File: src/rtl/core/qte_pkg.sv
// Shared widths, constants and the lookup function for the quaternion to Euler angle core.
package qte_pkg;

    localparam int W_QUAT = 16;
    localparam int W_PROD = 32;
    localparam int W_SUM  = 34;
    localparam int W_S31  = 31;
    localparam int W_SQ   = 62;
    localparam int W_CRD  = 38;
    localparam int W_ACC  = 28;
    localparam int W_Q6   = 19;
    localparam int N_SQRT = 31;
    localparam int N_CRD  = 20;
    localparam int N_CH   = 3;
    localparam int LAT    = 3 + N_SQRT + 1 + N_CRD + 2;

    localparam int CH_ASIN = 0;
    localparam int CH_Z    = 1;
    localparam int CH_X    = 2;

    typedef logic signed [W_CRD-1:0] t_crd;
    typedef logic signed [W_ACC-1:0] t_acc;
    typedef logic signed [W_Q6-1:0]  t_q6;

    localparam logic signed [W_SUM-1:0] ONE_Q30 = W_SUM'(64'sd1073741824);
    localparam t_acc ACC180  = W_ACC'(32'sd11796480);
    localparam t_q6  DEG90   = W_Q6'(32'sd5760);
    localparam t_q6  DEG180  = W_Q6'(32'sd11520);
    localparam t_q6  DEG360  = W_Q6'(32'sd23040);

    typedef struct packed {
        t_crd x;
        t_crd y;
        t_acc acc;
    } t_crd_st;

    // atan(2^-i) in degrees scaled by 2^16.
    function automatic t_acc atan_lut(input logic [4:0] i);
        t_acc r;
        unique case (i)
            5'd0:    r = W_ACC'(32'sd2949120);
            5'd1:    r = W_ACC'(32'sd1740967);
            5'd2:    r = W_ACC'(32'sd919879);
            5'd3:    r = W_ACC'(32'sd466945);
            5'd4:    r = W_ACC'(32'sd234379);
            5'd5:    r = W_ACC'(32'sd117304);
            5'd6:    r = W_ACC'(32'sd58666);
            5'd7:    r = W_ACC'(32'sd29335);
            5'd8:    r = W_ACC'(32'sd14668);
            5'd9:    r = W_ACC'(32'sd7334);
            5'd10:   r = W_ACC'(32'sd3667);
            5'd11:   r = W_ACC'(32'sd1833);
            5'd12:   r = W_ACC'(32'sd917);
            5'd13:   r = W_ACC'(32'sd458);
            5'd14:   r = W_ACC'(32'sd229);
            5'd15:   r = W_ACC'(32'sd115);
            5'd16:   r = W_ACC'(32'sd57);
            5'd17:   r = W_ACC'(32'sd29);
            5'd18:   r = W_ACC'(32'sd14);
            5'd19:   r = W_ACC'(32'sd7);
            default: r = '0;
        endcase
        return r;
    endfunction

endpackage

File: src/rtl/core/qte_sqrt_cell.sv
// One digit cell of the pipelined integer square root.
module qte_sqrt_cell
    import qte_pkg::*;
(
    input  logic            i_clk,
    input  logic            i_en,
    input  logic [5:0]      i_pos,
    input  logic [W_SQ-1:0] i_v,
    input  logic [W_SQ-1:0] i_res,
    output logic [W_SQ-1:0] o_v,
    output logic [W_SQ-1:0] o_res
);
    logic [W_SQ-1:0] w_bit, w_sum, n_v, n_res, r_v, r_res;

    always_comb begin
        w_bit = W_SQ'(1) << i_pos;
        w_sum = i_res + w_bit;
        if (i_v >= w_sum) begin
            n_v   = i_v - w_sum;
            n_res = (i_res >> 1) + w_bit;
        end else begin
            n_v   = i_v;
            n_res = i_res >> 1;
        end
    end

    always_ff @(posedge i_clk) begin
        if (i_en) begin
            r_v   <= n_v;
            r_res <= n_res;
        end
    end

    assign o_v   = r_v;
    assign o_res = r_res;
endmodule

File: config.mk
export PLATFORM = sky130hd
export DESIGN_NAME = qte_sqrt_cell
export DESIGN_NICKNAME = d
export VERILOG_FILES = /design/src/rtl/core/qte_pkg.sv /design/src/rtl/core/qte_sqrt_cell.sv
export SDC_FILE = /design/constraint.sdc
export NUM_CORES = 1
export LEC_CHECK = 0
export BUFFER_PORTS_ARGS = -buffer_cell sky130_fd_sc_hd__buf_2
export CAP_MARGIN = 40
export CELL_PAD_IN_SITES_DETAIL_PLACEMENT = 1
export CELL_PAD_IN_SITES_GLOBAL_PLACEMENT = 2
export CORE_MARGIN = 3
export CORE_UTILIZATION = 37
export CTS_CLUSTER_DIAMETER = 30
export CTS_CLUSTER_SIZE = 25
export DETAILED_ROUTE_END_ITERATION = 12
export PLACE_DENSITY_LB_ADDON = 0.1
export SLEW_MARGIN = 20
export SYNTH_ARGS = -nofsm -noshare
export SYNTH_HDL_FRONTEND = slang
export SYNTH_SLANG_ARGS = --single-unit
File: constraint.sdc
create_clock -name i_clk -period 11.3 [get_ports i_clk]
set_clock_uncertainty 0.2 [all_clocks]
set_input_delay 0.565 -clock i_clk [delete_from_list [all_inputs] [get_ports i_clk]]
set_output_delay 0.565 -clock i_clk [all_outputs]
set_load 0.03 [all_outputs]
After elaboration in Yosys (flattened, before gate mapping)
Cells that the tools add are included.
{"block": "word_totals", "register_bits": 124, "inputBits": 132, "output_inout_bits": 124, "word_cells": 10}
{"block": "op_classes", "addsub": 3, "magnitude_cmp": 1, "n_shift": 1, "muxes": 2}
{"operator": "$add A61 B62 Y62", "n": 1}
{"operator": "$add A62 B62 Y62", "n": 1}
{"operator": "$ge A62 B62 Y1", "n": 1}
{"operator": "$mux W62", "n": 1}
{"operator": "$shl A1 B6 Y62 const A", "n": 1}
{"operator": "$sub A62 B62 Y62", "n": 1}
{"operator": "$mux W61", "n": 1}

Depth between registers and ports, before layout
{"block": "logic_depth", "word_depth": 4, "ltp_mapped": 34, "mapped_depth_nobuf": 28}

Worst setup path after synthesis
OpenSTA, ideal clock, no wires.
{"block": "synth_path", "path_kind": "input to register", "startpoint": "input port i_pos[1]", "endpoint": "register r_res[25] (netlist: o_res[25]), data pin", "setup_ns": 0.270, "arrival_ns": 7.178, "required_ns": 10.830, "path_slack_ns": 3.651, "cell_stages": 29, "path_buffers": 7, "cell_sequence": "buf_2 -> or2_2 -> buf_2 -> clkbuf_1 -> or2_2 -> nor3_1 -> ha_1 -> o211ai_1 -> o22ai_1 -> a32oi_1 -> o311a_1 -> nor3_2 -> a41oi_2 -> o31a_1 -> o21ai_2 -> a41o_1 -> a21boi_0 -> xor2_1 -> ha_1 -> clkbuf_1 -> nand2_1 -> or4_1 -> o21ai_0 -> a21oi_1 -> o31ai_1 -> clkbuf_1 -> clkbuf_1 -> buf_1 -> a21oi_1"}
{"block": "synth_via", "elab_chain_len": 4, "elab_cells_between_ends": 5, "classes_between": "2 x add/sub; 1 x order compare; 1 x shift; 1 x mux"}
{"element": "start, declared", "line_no": "qte_sqrt_cell.sv:7", "text": "input logic [5:0] i_pos,"}
{"element": "$shl A1 B6 Y62 *", "line_no": "qte_sqrt_cell.sv:16", "text": "w_bit = W_SQ'(1) << i_pos;"}
{"element": "$add A62 B62 Y62", "line_no": "qte_sqrt_cell.sv:17", "text": "w_sum = i_res + w_bit;"}
{"element": "$ge A62 B62 Y1", "line_no": "qte_sqrt_cell.sv:18", "text": "if (i_v >= w_sum) begin"}
{"element": "$mux W61 *", "line_no": "qte_sqrt_cell.sv:18"}
{"element": "via n_res[25]", "line_no": "qte_sqrt_cell.sv:13", "text": "logic [W_SQ-1:0] w_bit, w_sum, n_v, n_res, r_v, r_res;"}
{"element": "end signal, assigned", "line_no": "qte_sqrt_cell.sv:30", "text": "r_res <= n_res;"}
{"element": "end, declared", "line_no": "qte_sqrt_cell.sv:13"}
The timed path passes the listed nets; every way through them passes the cells marked *.
A chain may end at the register's enable or synchronous reset.

Final worst setup path
{"block": "layout_path", "startpoint": "input port i_pos[1]", "endpoint": "register r_res[55] (netlist: o_res[55]), data pin"}
Same word-level chain as after synthesis.

==> summary.md <==
* 56650 um — HPWL after detailed placement
* 0 — number of DRC violations after detailed routing
* 0 — Hold Violations, Final
* 76.09% — part of the cycle the worst path needs
* 0.04916 mm2 — overall die area
* 0 — count of antenna-violating nets left after detailed routing
* 2 — deepest clock path buffer count
* 255 — I/O Buffers
* 124 — number of sinks driven by the clock tree
* 0.0001007 V — maximum vdd ir drop
* 760 ps — largest incremental delay on the critical path
* input pin — Critical Path Start Type
* 89 — number of different library cells in the post-synthesis netlist
* 8640 ps — Worst Path Arrival
* 17870 — number of global-route vias before repair
* 0 — Syn. warnings
* 124 — number of synthesized flops with an enable pin
* yes — TritonCTS clock tree
* clkbuf_16 — clk root buf
* 0.01722 mm2 — Mapped Area
* 2718 — net count reported at finish
* 7.589 um2 — Synth Area per Inst
* 22.92 um — routed len/inst
* 8598 ps — final worst path period need
* 0.8979 — routability-driven placement congestion ratio
* 124 — number of synthesized register bits
* 0 — Inserted Diodes
* 18120 — via count
* 11340 ps — worst endpoint required time
* 17 — CTS Buf Count
* 0 — post-CTS repair timing setup buffer count
* 14.45% — fraction of final layout cells with drive strength greater than 1
* 116.3 MHz — Max Freq
* 69580 um — Detailed Route WL
* 13.26% — relative area change from synthesis to final layout
* 21.62% — sequential area share after synthesis
* 70 ps — clock-pin slew on the worst setup and hold paths
* 0 — number of hold buffers added after cts
* 0 ps — setup total negative slack
* input pin to flip-flop — worst setup path category
* flip-flop — Worst setup EP type
* 0 — number of gates resized after cts
* 0 — number of antenna violations at the first check in global routing
* 104.9 mW/mm2 — power density over cell area
* input pin to flip-flop — kind of path behind the tightest hold check
* false — unrepaired setup endpoints after global routing
* 5.970 — routed via count divided by cell count
* o41ai_1 — standard cell with the maximum stage delay on the critical path
* 1275 — number of DRC markers after the initial detailed-route iteration
* 0.04567 mm2 — area inside the core boundary
* 107100 um — global-route wire length before repair
* 0 — remaining global-route overflow
* 2564 — Post-Syn Nets
* 170 — maximum fanout encountered on the critical timing path
* 37.70% — Initial Utilization
* 2.046 mW — Pwr Total
* 2998 — number of instances in the placed design
* 874.8 ps — transition time at the pin with the least slew margin
* 5 — Detailed Routing Iterations Pass 1
* 0 — number of endpoints failing setup at the final stage
* 41.20% — worst rel slew slack
* completed — run status
* o21ai_0 — most common cell type on the critical path
* edfxtp_1 — primary flip-flop cell chosen by synthesis mapping
* 27.53% — total global routing track utilization
* 0% — fraction of registers with async set/reset
* 4 — CTS H-tree lvls
* 2269 — Mapped Cells
* 8.343 nW — total leakage power
* 0 — Max Transition Viols Final
* 256 — top-level I/O count
* 3036 — Final Instance Count excl. Fillers
* 0 — max cap viols
* 171 — largest net degree at the start of global routing
* 221.7 um — height of the die
* 78 — Rows
* 221.7 um — width of the die
==> path summary, 6_finish.rpt <==
check / start / end / cells past startpoint
max: i_pos[1] / o_res[55]$_DFFE_PP_ / 26
min: i_v[2] / o_v[2]$_DFFE_PP_ / 3
==> cells by family after synthesis <==
group | synth area share (%)
compound gates | 29.49
xor+xnor | 9.759
simple gates | 22.08
fa+ha+maj | 12.24
buf+inv | 4.447
flops | 21.62
mux | 0.3633
==> routing by layer <==
metal | part of all wire [%] | wire length, um | GRT usage, %
met1 | 52 | 36110 | 42.40
met5 | 0 | 0 | 0
met2 | 42 | 29100 | 40.67
met3 | 5.0 | 3483 | 3.945
met4 | 1.3 | 892 | 5.511
==> flip-flops by register name, indices dropped and copies added (netlist names) <==
register / flops
o_res: 62
o_v: 62
==> layout make-up <==
class | count | area, um2
fillers | 5685 | 26170
clock inverters | 15 | 155.1
clock buffers | 17 | 425.4
flip-flops and latches | 124 | 3724
repair buffers | 274 | 1486
well taps | 600 | 750.7
inverters | 56 | 210.2
multi-input cells | 1950 | 12750
==> power by group <==
group          internal (mW)  switching (mW)  total [mW]  leakage [nW]
clock                  0.310           0.269       0.579         0.274
combinational          0.272           0.590       0.862          6.85
sequential             0.588          0.0177       0.606          1.21
==> cells in the mapped netlist, drive strengths merged (27+ instances only) <==
cell	n	area (um2)
a21o	101	758.2
a21oi	296	1485
and3	28	175.2
clkbuf	115	431.7
edfxtp	124	3724
ha	162	2027
inv	54	202.7
nand2	211	794.5
nand3	56	280.3
nand4	44	275.3
nor2	224	859.6
nor2b	27	168.9
nor3	57	290.3
o21ai	160	812.0
o21bai	45	337.8
xnor2	124	1086
xor2	67	594.3
==> worst max-delay path: cells and delay by family <==
family                   cells  cell delay, ps
XOR/XNOR                     1             190
buffers and inverters        2             590
adder cells (fa/ha/maj)      2             770
AO/OA/AOI/OAI               11            3490
AND/OR/NAND/NOR             10            2850
==> cell usage in the layout, fill, tap and decap left out, drive strengths merged, types with 67 or more instances in the layout <==
| cell type | count |
|---|---|
| a21oi | 296 |
| buf | 272 |
| nor2 | 224 |
| nand2 | 211 |
| ha | 162 |
| o21ai | 160 |
| xnor2 | 124 |
| edfxtp | 124 |
| a21o | 101 |
| xor2 | 67 |
==> per-stage QoR <==
stage / worst slack, ps / hold WS (ps) / util, % / area [um2]
2_1_floorplan: 3651 / 477.5 / - / 17220
3_3_place_gp: 2059 / 663.8 / 41.20 / 18820
3_5_place_dp: 2209 / 673.3 / 41.24 / 18840
4_1_cts: 2744 / 148.4 / 42.51 / 19420
5_1_grt: 2143 / 176.4 / 42.70 / 19500
6_report: 2702 / 185.6 / 42.70 / 19500
Note: power is estimated with default switching activity, not from simulation.
